===== src/sv/oepg_pkg.sv =====
// ----------------------------------------------------------------------------
// oepg_pkg
// Shared types, constants and helper functions for the orbit point generator.
// ----------------------------------------------------------------------------
package oepg_pkg;

    typedef enum logic [2:0] {
        CFG_SEMI_MAJOR = 3'd0,
        CFG_ECC        = 3'd1,
        CFG_INCL       = 3'd2,
        CFG_RES        = 3'd3
    } cfg_idx_t;

    localparam int CORDIC_STEPS = 16;
    localparam logic [15:0] ECC_MAX = 16'd64880;
    localparam logic [9:0]  RES_MIN = 10'd32;
    localparam logic signed [32:0] CORDIC_X0 = 33'sd652032874;

    localparam logic signed [31:0] ATAN_TURN [CORDIC_STEPS] = '{
        32'sd536870912, 32'sd316933406, 32'sd167458907, 32'sd85004756,
        32'sd42667331,  32'sd21354465,  32'sd10679838,  32'sd5340245,
        32'sd2670163,   32'sd1335087,   32'sd667544,    32'sd333772,
        32'sd166886,    32'sd83443,     32'sd41722,     32'sd20861
    };

    typedef struct packed {
        logic signed [32:0] x;
        logic signed [32:0] y;
        logic signed [31:0] z;
        logic [1:0]         quad;
    } cordic_t;

    typedef struct packed {
        logic signed [17:0] c;
        logic signed [17:0] s;
    } cs_t;

    // quadrant fold and start vector for a phase in turns
    function automatic cordic_t cordic_prep(input logic [15:0] phase);
        cordic_t r;
        logic [15:0] shifted;
        logic signed [14:0] rem;
        shifted = phase + 16'd8192;
        rem     = $signed({1'b0, shifted[13:0]}) - 15'sd8192;
        r.x     = CORDIC_X0;
        r.y     = '0;
        r.z     = 32'(rem) <<< 16;
        r.quad  = shifted[15:14];
        return r;
    endfunction

    function automatic logic signed [17:0] clamp_unit(input logic signed [18:0] v);
        logic signed [17:0] r;
        if (v > 19'sd65536) begin
            r = 18'sd65536;
        end else if (v < -19'sd65536) begin
            r = -18'sd65536;
        end else begin
            r = v[17:0];
        end
        return r;
    endfunction

    function automatic cs_t cordic_post(input cordic_t v);
        cs_t r;
        logic signed [32:0] cx;
        logic signed [32:0] sy;
        logic signed [18:0] c;
        logic signed [18:0] s;
        cx = (v.x + 33'sd8192) >>> 14;
        sy = (v.y + 33'sd8192) >>> 14;
        c  = cx[18:0];
        s  = sy[18:0];
        unique case (v.quad)
            2'd0: begin
                r.c = clamp_unit(c);
                r.s = clamp_unit(s);
            end
            2'd1: begin
                r.c = clamp_unit(-s);
                r.s = clamp_unit(c);
            end
            2'd2: begin
                r.c = clamp_unit(-c);
                r.s = clamp_unit(-s);
            end
            default: begin
                r.c = clamp_unit(s);
                r.s = clamp_unit(-c);
            end
        endcase
        return r;
    endfunction

    function automatic logic [21:0] sat_out(input logic signed [66:0] v);
        logic [21:0] r;
        if (v > 67'sd2097151) begin
            r = 22'h1FFFFF;
        end else if (v < -67'sd2097152) begin
            r = 22'h200000;
        end else begin
            r = v[21:0];
        end
        return r;
    endfunction

endpackage


===== src/sv/oepg_div_cell.sv =====
// ----------------------------------------------------------------------------
// oepg_div_cell
// One registered restoring division step, one quotient bit per cell.
// ----------------------------------------------------------------------------
module oepg_div_cell
    import oepg_pkg::*;
#(
    parameter int DW = 10,
    parameter int LW = 21,
    parameter int QW = 16
) (
    input  logic          aclk,
    input  logic          en,
    input  logic [DW-1:0] rem_in,
    input  logic [LW-1:0] low_in,
    input  logic [QW-1:0] quo_in,
    input  logic [DW-1:0] dvs_in,
    output logic [DW-1:0] rem_out,
    output logic [LW-1:0] low_out,
    output logic [QW-1:0] quo_out,
    output logic [DW-1:0] dvs_out
);

    logic [DW-1:0] rem_reg, rem_next;
    logic [LW-1:0] low_reg, low_next;
    logic [QW-1:0] quo_reg, quo_next;
    logic [DW-1:0] dvs_reg;
    logic [DW:0]   trial;
    logic [DW:0]   diff;
    logic          ge;

    always_comb begin
        trial    = {rem_in, low_in[LW-1]};
        diff     = trial - {1'b0, dvs_in};
        ge       = (trial >= {1'b0, dvs_in});
        rem_next = ge ? diff[DW-1:0] : trial[DW-1:0];
        low_next = {low_in[LW-2:0], 1'b0};
        quo_next = {quo_in[QW-2:0], ge};
    end

    always_ff @(posedge aclk) begin
        if (en) begin
            rem_reg <= rem_next;
            low_reg <= low_next;
            quo_reg <= quo_next;
            dvs_reg <= dvs_in;
        end
    end

    assign rem_out = rem_reg;
    assign low_out = low_reg;
    assign quo_out = quo_reg;
    assign dvs_out = dvs_reg;

endmodule


===== config.mk =====
export PLATFORM = sky130hd
export DESIGN_NAME = oepg_div_cell
export DESIGN_NICKNAME = d
export VERILOG_FILES = /design/src/sv/oepg_pkg.sv /design/src/sv/oepg_div_cell.sv
export SDC_FILE = /design/constraint.sdc
export NUM_CORES = 1
export LEC_CHECK = 0
export BUFFER_PORTS_ARGS = -buffer_cell sky130_fd_sc_hd__buf_2
export CAP_MARGIN = 20
export CORE_ASPECT_RATIO = 0.9
export CORE_MARGIN = 2
export CORE_UTILIZATION = 30
export CTS_CLUSTER_SIZE = 28
export DETAILED_ROUTE_END_ITERATION = 16
export PLACE_DENSITY = 0.58
export RECOVER_POWER = 25
export SYNTH_ARGS = -nofsm -noshare
export SYNTH_HDL_FRONTEND = slang
export SYNTH_SLANG_ARGS = --single-unit

===== constraint.sdc =====
create_clock -name aclk -period 1.97 [get_ports aclk]
set_input_delay 0.2955 -clock aclk [delete_from_list [all_inputs] [get_ports aclk]]
set_output_delay 0.2955 -clock aclk [all_outputs]
set_load 0.1 [all_outputs]

==> flow_summary_export.csv <==
group,metric,value,unit
final_layout,nNetsFinal,349,
detailed_routing,route.met3.wl,479,um
final_layout,diodes,0,
floorplan,ios,116,
sta,setup_viol,0,
pwr,power_leakage,1.51,nW
final_layout,multi_input_area,702,um2
detailed_routing,dr.max_layer_used,"met4",
clocking,clk_pin_slew,0.10,ns
grt,grt_use_total,0.121,
floorplan,start_util,0.308,
detailed_routing,via_count,1637,
synthesis,yosysTopAreaCell,"edfxtp_1",
grt,grt_pass1_wl,7980,um
worst_hold_path,min_path_type,"in2reg",
synthesis,netlist_top_cells_area,"edfxtp_1, ha_1, mux2_4",
detailed_routing,drt_iter0_drc,29,
detailed_routing,wl_met2,2280,um
synthesis,async_flop_share,0,
worst_hold_path,hold_end,"low_out[11]$_DFFE_PP_",
synthesis,syn_nets,203,
grt,antenna_found_initial,0,
sta,hold_viol_final,0,
final_layout,synthToLayoutAreaGrowth,47.9,%
worst_hold_path,hold_depth,1,
synthesis,syn_avg_cell_area,17.4,um2
synthesis,synth_cell_types,34,
synthesis,netlist_top_cells_count,"edfxtp_1, inv_1, ha_1, mux2_4",
grt,grt_pass1_vias,1603,
critical_path,crit_path_end_kind,"register",
detailed_routing,first_pass_iters,4,
sta,period_share,0.953,
synthesis,synth-xor-area-share,0.0265,
critical_path,arrival,1.95,ns
status,status,"finished, final reports clean",
grt,grt_max_degree,35,
pwr,irDropWorstVdd,313,uV
critical_path,critical_path.max_fanout,2,
placed_design,dpl.hpwl,3970,um
critical_path,critPathKind,"in2reg",
synthesis,syn_area,0.00232,mm2
pwr,p_per_area,995,mW/mm2
detailed_routing,ant_nets,0,
synthesis,synth_edf_count,56,
clocking,cts.path.max_buffers,2,
placed_design,place_area,0.00333,mm2
synthesis,synthMuxAreaShare,0.0546,
floorplan,dieArea,0.00844,mm2
detailed_routing,wl_per_cell,13.6,um
worst_hold_path,hold_path_startpoint,"low_in[10]",
synthesis,ys_seq_area_frac,0.726,
placed_design,port_buffers,113,
detailed_routing,drc,0,
sta,timing.setup.tns,0,ns
final_layout,drive_above_1_share,0.621,
sta,finalMaxSlewViolations,0,
floorplan,die_height,87.4,um
synthesis,synth_top_cell_area_share,0.726,
synthesis,synthSimpleGateAreaFrac,0.0362,
floorplan,core,0.00751,mm2
final_layout,fin_area,0.00342,mm2
clocking,cts_tree,"done",
final_layout,nFillCells,688,
detailed_routing,via_per_inst,4.35,
detailed_routing,drt-met1-wl,2300,um
synthesis,synth_cells,133,
synthesis,synth_most_common_cell,"edfxtp_1",
floorplan,die_x,96.6,um
synthesis,ys.flop_type,"edfxtp_1",
floorplan,num_rows,30,
clocking,clockRootBuffer,"clkbuf_8",
synthesis,yosysWarnings,0,
placed_design,gp_routability_congestion,0.765,
synthesis,synth_compound_area_frac,0.0670,
critical_path,start_kind,"input pin",
clocking,htree_levels,2,
job,maxCapViolCount,0,
clocking,numCtsBuffers,5,
clocking,cts_hold_buf,0,
detailed_routing,wirelength,5100,um
sta,fmax,533,MHz
final_layout,regArea,0.00168,mm2
synthesis,synthAdderAreaFrac,0.0627,
sta,period_needed,1.88,ns
clocking,cts_sinks,56,
grt,overflow,0,
synthesis,synth_top_family_by_area,"compound AO/OA/AOI/OAI gates",
critical_path,critPathRequiredTime,2.04,ns
sta,rsz0062_at_grt,"no",
synthesis,ys_ff_latch,56,
-- repair_timing --
action                                  4_1_cts  5_1_grt
endpoints found under the setup margin        0        1
buffers inserted                              0        0
resized for setup                             0        1
-- worst max-delay path by stage --
stage / startpoint / end
floorplan: low_in[20] / rem_out[8]$_DFFE_PP_
global placement: low_in[20] / rem_out[8]$_DFFE_PP_
global route: low_in[20] / rem_out[8]$_DFFE_PP_
CTS: low_in[20] / rem_out[8]$_DFFE_PP_
detailed placement: low_in[20] / rem_out[8]$_DFFE_PP_
finish: low_in[20] / rem_out[8]$_DFFE_PP_
-- stage by stage --
| step | hold WS [ns] | power, W | worst slack, ns | util | std cells |
|---|---|---|---|---|---|
| floorplan | 0.394 | 0.00253 | -0.0248 | - | 133 |
| global placement | 0.473 | 0.00281 | -0.259 | 0.444 | 368 |
| detailed placement | 0.474 | 0.00281 | -0.275 | 0.444 | 368 |
| CTS | 0.141 | 0.00346 | 0.0529 | 0.456 | 376 |
| global route | 0.129 | 0.00356 | 0.00405 | 0.456 | 376 |
| finish | 0.158 | 0.00341 | 0.0929 | 0.456 | 376 |
-- power by group --
group          internal (W)  switching (W)
combinational      0.000297        0.00101
clock              0.000254       0.000379
sequential          0.00144      0.0000250
-- cells by family (layout without fill, tap and decap cells) --
family	Yosys count	after routing
AOI/OAI and AO/OA	19	19
xor gates and xnor gates	7	7
adders and majority gates	11	11
buffers and inverters	14	161
DFF	56	56
muxes	9	9
other	1	1
and+or+nand+nor	16	16
-- sequential cells by signal, indices dropped and copies added, names as in the netlist --
name / cells
low_out: 20
quo_out: 16
dvs_out: 10
rem_out: 10
-- routing by layer --
layer  global-route usage  vias to the layer above
met1                0.157                      747
li1                     -                      792
met5                    0                        -
met4               0.0346                        0
met3               0.0449                        5
met2                0.193                       93
-- layout make-up --
type                       count  share of cell area
clock buffer                   6              0.0212
clock inverter                 2             0.00475
inverter                      13              0.0186
multi-input combinational     63               0.205
sequential                    56               0.491
tap                           96              0.0351
timing repair buffer         140               0.224
-- cells in the final DEF, fill, tap and decap left out, types with 2 or more instances in the layout --
cell type	n
nor2_1	3
xor2_1	2
mux2_4	7
inv_1	10
o21ai_0	2
buf_2	113
ha_1	4
a21o_1	2
a21oi_1	4
nand2_1	4
ha_4	6
edfxtp_1	56
xnor2_1	5
buf_4	27
clkbuf_8	5
-- critical path: stages --
cell      delay, ns
buf_2          0.14
inv_12         0.06
ha_4           0.12
inv_2          0.03
fa_2           0.35
a211oi_2       0.24
o21bai_2       0.12
a221oi_2       0.25
xnor2_1        0.09
mux2_4         0.25
Note: power is estimated with default switching activity, not from simulation.
