## src/sv/oepg_pkg.sv

```systemverilog
// ----------------------------------------------------------------------------
// oepg_pkg
// Shared types, constants and helper functions for the orbit point generator.
// ----------------------------------------------------------------------------
package oepg_pkg;

    typedef enum logic [2:0] {
        CFG_SEMI_MAJOR = 3'd0,
        CFG_ECC        = 3'd1,
        CFG_INCL       = 3'd2,
        CFG_RES        = 3'd3
    } cfg_idx_t;

    localparam int CORDIC_STEPS = 16;
    localparam logic [15:0] ECC_MAX = 16'd64880;
    localparam logic [9:0]  RES_MIN = 10'd32;
    localparam logic signed [32:0] CORDIC_X0 = 33'sd652032874;

    localparam logic signed [31:0] ATAN_TURN [CORDIC_STEPS] = '{
        32'sd536870912, 32'sd316933406, 32'sd167458907, 32'sd85004756,
        32'sd42667331,  32'sd21354465,  32'sd10679838,  32'sd5340245,
        32'sd2670163,   32'sd1335087,   32'sd667544,    32'sd333772,
        32'sd166886,    32'sd83443,     32'sd41722,     32'sd20861
    };

    typedef struct packed {
        logic signed [32:0] x;
        logic signed [32:0] y;
        logic signed [31:0] z;
        logic [1:0]         quad;
    } cordic_t;

    typedef struct packed {
        logic signed [17:0] c;
        logic signed [17:0] s;
    } cs_t;

    // quadrant fold and start vector for a phase in turns
    function automatic cordic_t cordic_prep(input logic [15:0] phase);
        cordic_t r;
        logic [15:0] shifted;
        logic signed [14:0] rem;
        shifted = phase + 16'd8192;
        rem     = $signed({1'b0, shifted[13:0]}) - 15'sd8192;
        r.x     = CORDIC_X0;
        r.y     = '0;
        r.z     = 32'(rem) <<< 16;
        r.quad  = shifted[15:14];
        return r;
    endfunction

    function automatic logic signed [17:0] clamp_unit(input logic signed [18:0] v);
        logic signed [17:0] r;
        if (v > 19'sd65536) begin
            r = 18'sd65536;
        end else if (v < -19'sd65536) begin
            r = -18'sd65536;
        end else begin
            r = v[17:0];
        end
        return r;
    endfunction

    function automatic cs_t cordic_post(input cordic_t v);
        cs_t r;
        logic signed [32:0] cx;
        logic signed [32:0] sy;
        logic signed [18:0] c;
        logic signed [18:0] s;
        cx = (v.x + 33'sd8192) >>> 14;
        sy = (v.y + 33'sd8192) >>> 14;
        c  = cx[18:0];
        s  = sy[18:0];
        unique case (v.quad)
            2'd0: begin
                r.c = clamp_unit(c);
                r.s = clamp_unit(s);
            end
            2'd1: begin
                r.c = clamp_unit(-s);
                r.s = clamp_unit(c);
            end
            2'd2: begin
                r.c = clamp_unit(-c);
                r.s = clamp_unit(-s);
            end
            default: begin
                r.c = clamp_unit(s);
                r.s = clamp_unit(-c);
            end
        endcase
        return r;
    endfunction

    function automatic logic [21:0] sat_out(input logic signed [66:0] v);
        logic [21:0] r;
        if (v > 67'sd2097151) begin
            r = 22'h1FFFFF;
        end else if (v < -67'sd2097152) begin
            r = 22'h200000;
        end else begin
            r = v[21:0];
        end
        return r;
    endfunction

endpackage

```

## src/sv/oepg_cordic_cell.sv

```systemverilog
// ----------------------------------------------------------------------------
// oepg_cordic_cell
// One registered CORDIC rotation step, fixed shift and angle per position.
// ----------------------------------------------------------------------------
module oepg_cordic_cell
    import oepg_pkg::*;
#(
    parameter int STEP = 0
) (
    input  logic    aclk,
    input  logic    en,
    input  cordic_t din,
    output cordic_t dout
);

    cordic_t data_reg;
    cordic_t data_next;

    always_comb begin
        data_next      = din;
        if (din.z >= 0) begin
            data_next.x = din.x - (din.y >>> STEP);
            data_next.y = din.y + (din.x >>> STEP);
            data_next.z = din.z - ATAN_TURN[STEP];
        end else begin
            data_next.x = din.x + (din.y >>> STEP);
            data_next.y = din.y - (din.x >>> STEP);
            data_next.z = din.z + ATAN_TURN[STEP];
        end
    end

    always_ff @(posedge aclk) begin
        if (en) begin
            data_reg <= data_next;
        end
    end

    assign dout = data_reg;

endmodule

```

## config.mk

```make
export PLATFORM = sky130hd
export DESIGN_NAME = oepg_cordic_cell
export DESIGN_NICKNAME = d
export VERILOG_FILES = /design/src/sv/oepg_pkg.sv /design/src/sv/oepg_cordic_cell.sv
export SDC_FILE = /design/constraint.sdc
export NUM_CORES = 1
export LEC_CHECK = 0
export BUFFER_PORTS_ARGS = -buffer_cell sky130_fd_sc_hd__buf_2
export CELL_PAD_IN_SITES_DETAIL_PLACEMENT = 0
export CELL_PAD_IN_SITES_GLOBAL_PLACEMENT = 1
export CORE_MARGIN = 4
export CORE_UTILIZATION = 40
export DETAILED_ROUTE_END_ITERATION = 7
export GPL_ROUTABILITY_DRIVEN = 0
export PLACE_DENSITY = 0.81
export SLEW_MARGIN = 20
export SYNTH_ARGS = -nofsm -noshare
export SYNTH_HDL_FRONTEND = slang
export SYNTH_SLANG_ARGS = --single-unit
```

## constraint.sdc

```tcl
create_clock -name aclk -period 5 [get_ports aclk]
set_clock_uncertainty 0.15 [all_clocks]
set_input_delay 0 -clock aclk [delete_from_list [all_inputs] [get_ports aclk]]
set_output_delay 0 -clock aclk [all_outputs]
set_load 0.05 [all_outputs]
```

==> results of run 1 <==
## per-layer routing
layer / part of all wire, % / up-vias / global-route usage [%]
met1: 45 / 3671 / 30.0
met4: 1.6 / 0 / 5.55
met5: 0 / - / 0
met3: 7.9 / 37 / 3.78
li1: - / 3774 / -
met2: 45 / 372 / 34.4
## how the worst min path moves through the flow
stage / to / start / cells after the start
finish: dout[80] / en / 1
global route: dout[78] / en / 1
CTS: dout[80] / en / 1
detailed placement: dout[2] / din[2] / 1
global placement: dout[4] / din[4] / 1
floorplan: dout[0] / din[0] / 0
## cells in the final DEF, fill, tap and decap left out, drive strengths merged, types with 17 or more instances in the layout
cell type and n:
mux2i 18, dlygate4sd3 37, buf 204, nor3 17, a21o 23, inv 108, a21oi 97, o21ai 59
edfxtp 99, nand2 36, nor2 83, ha 105, o21bai 18, xnor2 59
## per-stage QoR
| step | cells | area [um2] |
|---|---|---|
| 2_1_floorplan | 943 | 8600 |
| 3_3_place_gp | 1378 | 9790 |
| 3_5_place_dp | 1378 | 9790 |
| 4_1_cts | 1431 | 10500 |
| 5_1_grt | 1431 | 10500 |
| 6_report | 1431 | 10500 |
## repair_timing
item / 4_1_cts / 5_1_grt
endpoints found under the hold margin: 37 / 0
hold buffers: 37 / 0
setup buffers: 0 / 0
## report_power, final
group | total (mW) | internal [mW] | switching (mW)
Clock | 0.751 | 0.399 | 0.352
Sequential | 1.10 | 1.07 | 0.0330
Combinational | 1.37 | 0.402 | 0.968
## kinds of logic after synthesis
family,count (synthesis)
AOI/OAI and AO/OA,297
xor gates and xnor gates,63
adders and majority gates,109
buffers and inverters,150
DFF,99
muxes,18
and+or+nand+nor,207
## area by class of cell
cell class	count	area share [%]
inverters	106	3.80
well taps	275	3.29
multi-input cells	694	48.2
repair buffers	241	13.4
clock inverters	7	0.801
clock buffers	9	2.15
flip-flops and latches	99	28.4
==> impl_metrics.env, run 1 <==
export IMPL_gr_total_overflow=0
export IMPL_drive_gt1_share_pct=20.6
export IMPL_required_ns=4.95
export IMPL_startpoint="din[67]"
export IMPL_seq_area_frac_synth_pct=34.6
export IMPL_numCtsBuffers=9
export IMPL_grt_max_degree=80
export IMPL_synth_edf_count=99
export IMPL_cts_buffer_depth=2
export IMPL_fin_crit_ns=3.55
export IMPL_cts_sinks=99
export IMPL_fin_util_pct=49.6
export IMPL_synthTopCellsByArea="edfxtp_1, ha_1, xnor2_1"
export IMPL_cp_slowest_cell="dlygate4sd3_1"
export IMPL_maxCapViolations=0
export IMPL_synth_distinct_cells=73
export IMPL_cts_tree="built"
export IMPL_synthCells=943
export IMPL_netlist_area_um2=8600
export IMPL_grt_use_total_pct=21.4
export IMPL_finalCritPeriodShare_pct=71.0
export IMPL_dp_final_hpwl_mm=20.3
export IMPL_fin_tns_setup_ns=0
export IMPL_synthTopCellsByCount="ha_1, edfxtp_1, a21oi_1, inv_1, nor2_1"
export IMPL_htree_num_levels=3
export IMPL_final_seq_area_um2=2970
export IMPL_cts_resized=0
export IMPL_root_buffer="clkbuf_16"
export IMPL_synth_xor_xnor_area_share_pct=6.41
export IMPL_critPathArrivalTime_ns=3.50
export IMPL_ant_nets=0
export IMPL_synthesis_nets=1154
export IMPL_yosysWarnings=0
export IMPL_routed_wl_mm=26.4
export IMPL_fillers=2046
export IMPL_initial_core_util_pct=40.8
export IMPL_diodes=0
export IMPL_antenna_found_initial=0
export IMPL_p_leak_nw=4.74
export IMPL_die_area_um2=23900
export IMPL_first_global_vias=7607
export IMPL_setup_ws_ns=1.45
export IMPL_start_kind="primary input"
export IMPL_synth_avg_cell_area_um2=9.12
export IMPL_synth_compound_area_share_pct=22.4
export IMPL_synth_fa_ha_area_share_pct=16.2
export IMPL_multi_input_area_um2=5040
export IMPL_synth_ff_type="edfxtp_1"
export IMPL_finalMaxSlewViolations=0
export IMPL_fin_total_pwr_mw=3.22
export IMPL_yosys_mux_area_fraction_pct=2.09
export IMPL_path_cells="dlygate4sd3_1 -> buf_2 -> inv_1 -> ha_1 -> fa_1 -> nor2b_1 -> a41oi_1 -> a21oi_1 -> a221o_1 -> a21oi_1 -> o21ai_1 -> nor2b_1 -> o211ai_1 -> xnor2_1"
export IMPL_slew_limit_headroom_pct=36.4
export IMPL_num_rows=53
export IMPL_async_flop_share_pct=0
export IMPL_grt_pass1_wl_mm=41.2
export IMPL_hp_class="primary input to register"
export IMPL_dp_slack_ns=1.52
export IMPL_drtIter0Drc=632
export IMPL_cpPeakStageDelay_ns=0.54
export IMPL_status="finished, final reports clean"
export IMPL_dr_total_vias=7854
export IMPL_areaGrowthSynthToFinish_pct=21.7
export IMPL_ios=202
export IMPL_drc=0
export IMPL_synth_top_family_by_area="compound AO/OA/AOI/OAI gates"
export IMPL_power_density_nw_per_um2=308
export IMPL_endpoint="dout[99]"
export IMPL_crit_family="compound AO/OA/AOI/OAI gates"
export IMPL_fin_nets=1362
export IMPL_die_h_um=155
export IMPL_coreArea_um2=21100
export IMPL_die_x_um=155
export IMPL_wl_per_cell_um=18.4
export IMPL_numPortBuffers=201
export IMPL_worst_path_stages=14
export IMPL_drt_pass1_iter_count=8
export IMPL_hold_violations=0
export IMPL_yosysTopAreaCellShare_pct=34.6
export IMPL_whs_ns=0.0264
export IMPL_tightest_slew_ns=0.930
export IMPL_ir_worst_vdd_mv=0.157
export IMPL_synthSimpleGateAreaFrac_pct=11.5
export IMPL_critPathMaxFanout=4
export IMPL_clkTransAtPathRegs_ns=0.08
export IMPL_viasPerCell=5.49
export IMPL_setup_violations=0
export IMPL_fmax_ghz=0.282
export IMPL_rsz0062_at_grt="false"
export IMPL_yosys_area_top_type="edfxtp_1"
export IMPL_end_kind="register"
export IMPL_worstSetupPathType="primary input to register"
export IMPL_cp_buffers_inverters=3
export IMPL_largest_register_ffs=99
export IMPL_synth_most_common_cell="ha_1"
export IMPL_ys_ff_latch=99
Note: power is estimated with default switching activity, not from simulation.
==> run 2, diff against run 1 <==
==> constraint.sdc (replaced) <==
create_clock -name aclk -period 3.35 [get_ports aclk]
set_clock_uncertainty 0.15 [all_clocks]
set_input_delay 0 -clock aclk [delete_from_list [all_inputs] [get_ports aclk]]
set_output_delay 0 -clock aclk [all_outputs]
set_load 0.05 [all_outputs]
==> impl_metrics.env, run 2 (synthesis results as in run 1) <==
export IMPL_status="finished, final reports clean"
export IMPL_p_leak_nw=4.94
export IMPL_met3_usage_pct=4.09
export IMPL_drc=0
export IMPL_dr_total_vias=7934
export IMPL_setup_violations=0
export IMPL_root_buffer="clkbuf_16"
export IMPL_hp_class="primary input to register"
export IMPL_fin_crit_ns=3.23
export IMPL_fmax_ghz=0.310
export IMPL_drt_pass1_iter_count=5
export IMPL_power_density_nw_per_um2=448
export IMPL_rsz0062_at_grt="true"
export IMPL_gr_total_overflow=0
export IMPL_hp_start="din[99]"
export IMPL_coreArea_um2=21100
export IMPL_slew_limit_headroom_pct=48.6
export IMPL_place_area_um2=10100
export IMPL_cts_tree="built"
export IMPL_numPortBuffers=201
export IMPL_layout_commonest_cell="buf_2"
export IMPL_grt_use_total_pct=21.7
export IMPL_grt_use_met1_pct=30.0
export IMPL_grtUsageMet2_pct=34.5
export IMPL_final_cell_mix="buf_2, ha_1, edfxtp_1"
export IMPL_busiest_layer="met2"
export IMPL_grt_max_degree=52
export IMPL_hold_depth=3
export IMPL_diodes=0
export IMPL_die_x_um=155
export IMPL_routed_wl_mm=26.9
export IMPL_ios=202
export IMPL_required_ns=3.31
export IMPL_ant_nets=0
export IMPL_cts_buffer_depth=2
export IMPL_viasPerCell=5.38
export IMPL_critPathMaxFanout=3
export IMPL_fin_tns_setup_ns=0
export IMPL_fin_area_um2=10800
export IMPL_worstHoldEndpoint="dout[99]"
export IMPL_critPathArrivalTime_ns=3.18
export IMPL_die_h_um=155
export IMPL_worstSetupPathType="primary input to register"
export IMPL_ir_worst_vdd_mv=0.251
export IMPL_maxCapViolations=0
export IMPL_largest_register_ffs=99
export IMPL_num_rows=53
export IMPL_numCtsBuffers=9
export IMPL_hold_violations=0
export IMPL_initial_core_util_pct=40.8
export IMPL_tightest_slew_ns=0.770
export IMPL_first_global_vias=7768
export IMPL_antenna_found_initial=0
export IMPL_dp_final_hpwl_mm=21.2
export IMPL_start_kind="primary input"
export IMPL_end_kind="register"
export IMPL_wl_per_cell_um=18.2
export IMPL_grt_pass1_wl_mm=41.6
export IMPL_drive_gt1_share_pct=23.7
export IMPL_cts_sinks=99
export IMPL_htree_num_levels=3
export IMPL_clkTransAtPathRegs_ns=0.09
export IMPL_finalCritPeriodShare_pct=96.3
export IMPL_finalMaxSlewViolations=0
export IMPL_drtIter0Drc=670
export IMPL_die_area_um2=23900
export IMPL_fin_nets=1405
export IMPL_areaGrowthSynthToFinish_pct=25.4
[run 2: layout make-up]
type / instances / area [um2]
inverter: 106 / 398
timing repair buffer: 284 / 1730
multi-input combinational: 694 / 5050
clock inverter: 7 / 63.8
tap: 275 / 344
fill: 2014 / 10300
clock buffer: 9 / 225
sequential: 99 / 2970
[run 2: worst max-delay path by stage]
stage	startpoint	end	slack [ns]	cells after the start
after global routing	din[67]	dout[66]	-0.04	13
after detailed placement	din[39]	dout[65]	0.23	13
after CTS	din[67]	dout[99]	0.15	13
after floorplan	din[39]	dout[65]	0.82	11
after global placement	din[55]	dout[99]	0.13	13
final	din[67]	dout[64]	0.12	13
[run 2: routing by layer]
metal	up-vias	wire, um	part of all wire, %
li1	3864	-	-
met1	3652	12300	46
met2	378	11900	44
met3	40	2120	7.9
met4	0	637	2.4
met5	-	0	0
[run 2: through the flow]
step                      total power, mW  setup WS, ns  hold slack, ns  util, %  std cells
final                                4.83         0.125          0.0272     51.2       1474
after global routing                 5.07       -0.0361          0.0503     51.2       1474
after CTS                            4.85         0.148          0.0109     51.1       1474
after detailed placement             3.75         0.230          0.0287     48.0       1422
after global placement               3.74         0.133          0.0260     48.0       1422
after floorplan                      3.12         0.822         -0.0511        -        943
[run 2: timing repair]
action                                 in CTS  in global routing
gates resized for setup                     0                  4
endpoints found under the hold margin      36                  0
setup endpoints to repair                   0                  8
hold buffers                               36                  0
buffers inserted                            0                  0
[run 2: where the power goes]
group          leakage, nW  switching (mW)  internal [mW]
clock                0.139           0.541          0.519
combinational         3.83            1.46          0.667
sequential           0.969          0.0502           1.59
total                 4.94            2.05           2.78
[run 2: worst max-delay path, stage by stage]
cell,delay [ns]
dlygate4sd3_1,0.53
buf_2,0.15
ha_1,0.22
fa_1,0.39
nor2b_1,0.17
o311a_1,0.22
o221a_2,0.24
o21ai_1,0.13
o211a_1,0.26
o211a_1,0.27
o211a_1,0.22
a211oi_1,0.24
xnor2_1,0.13
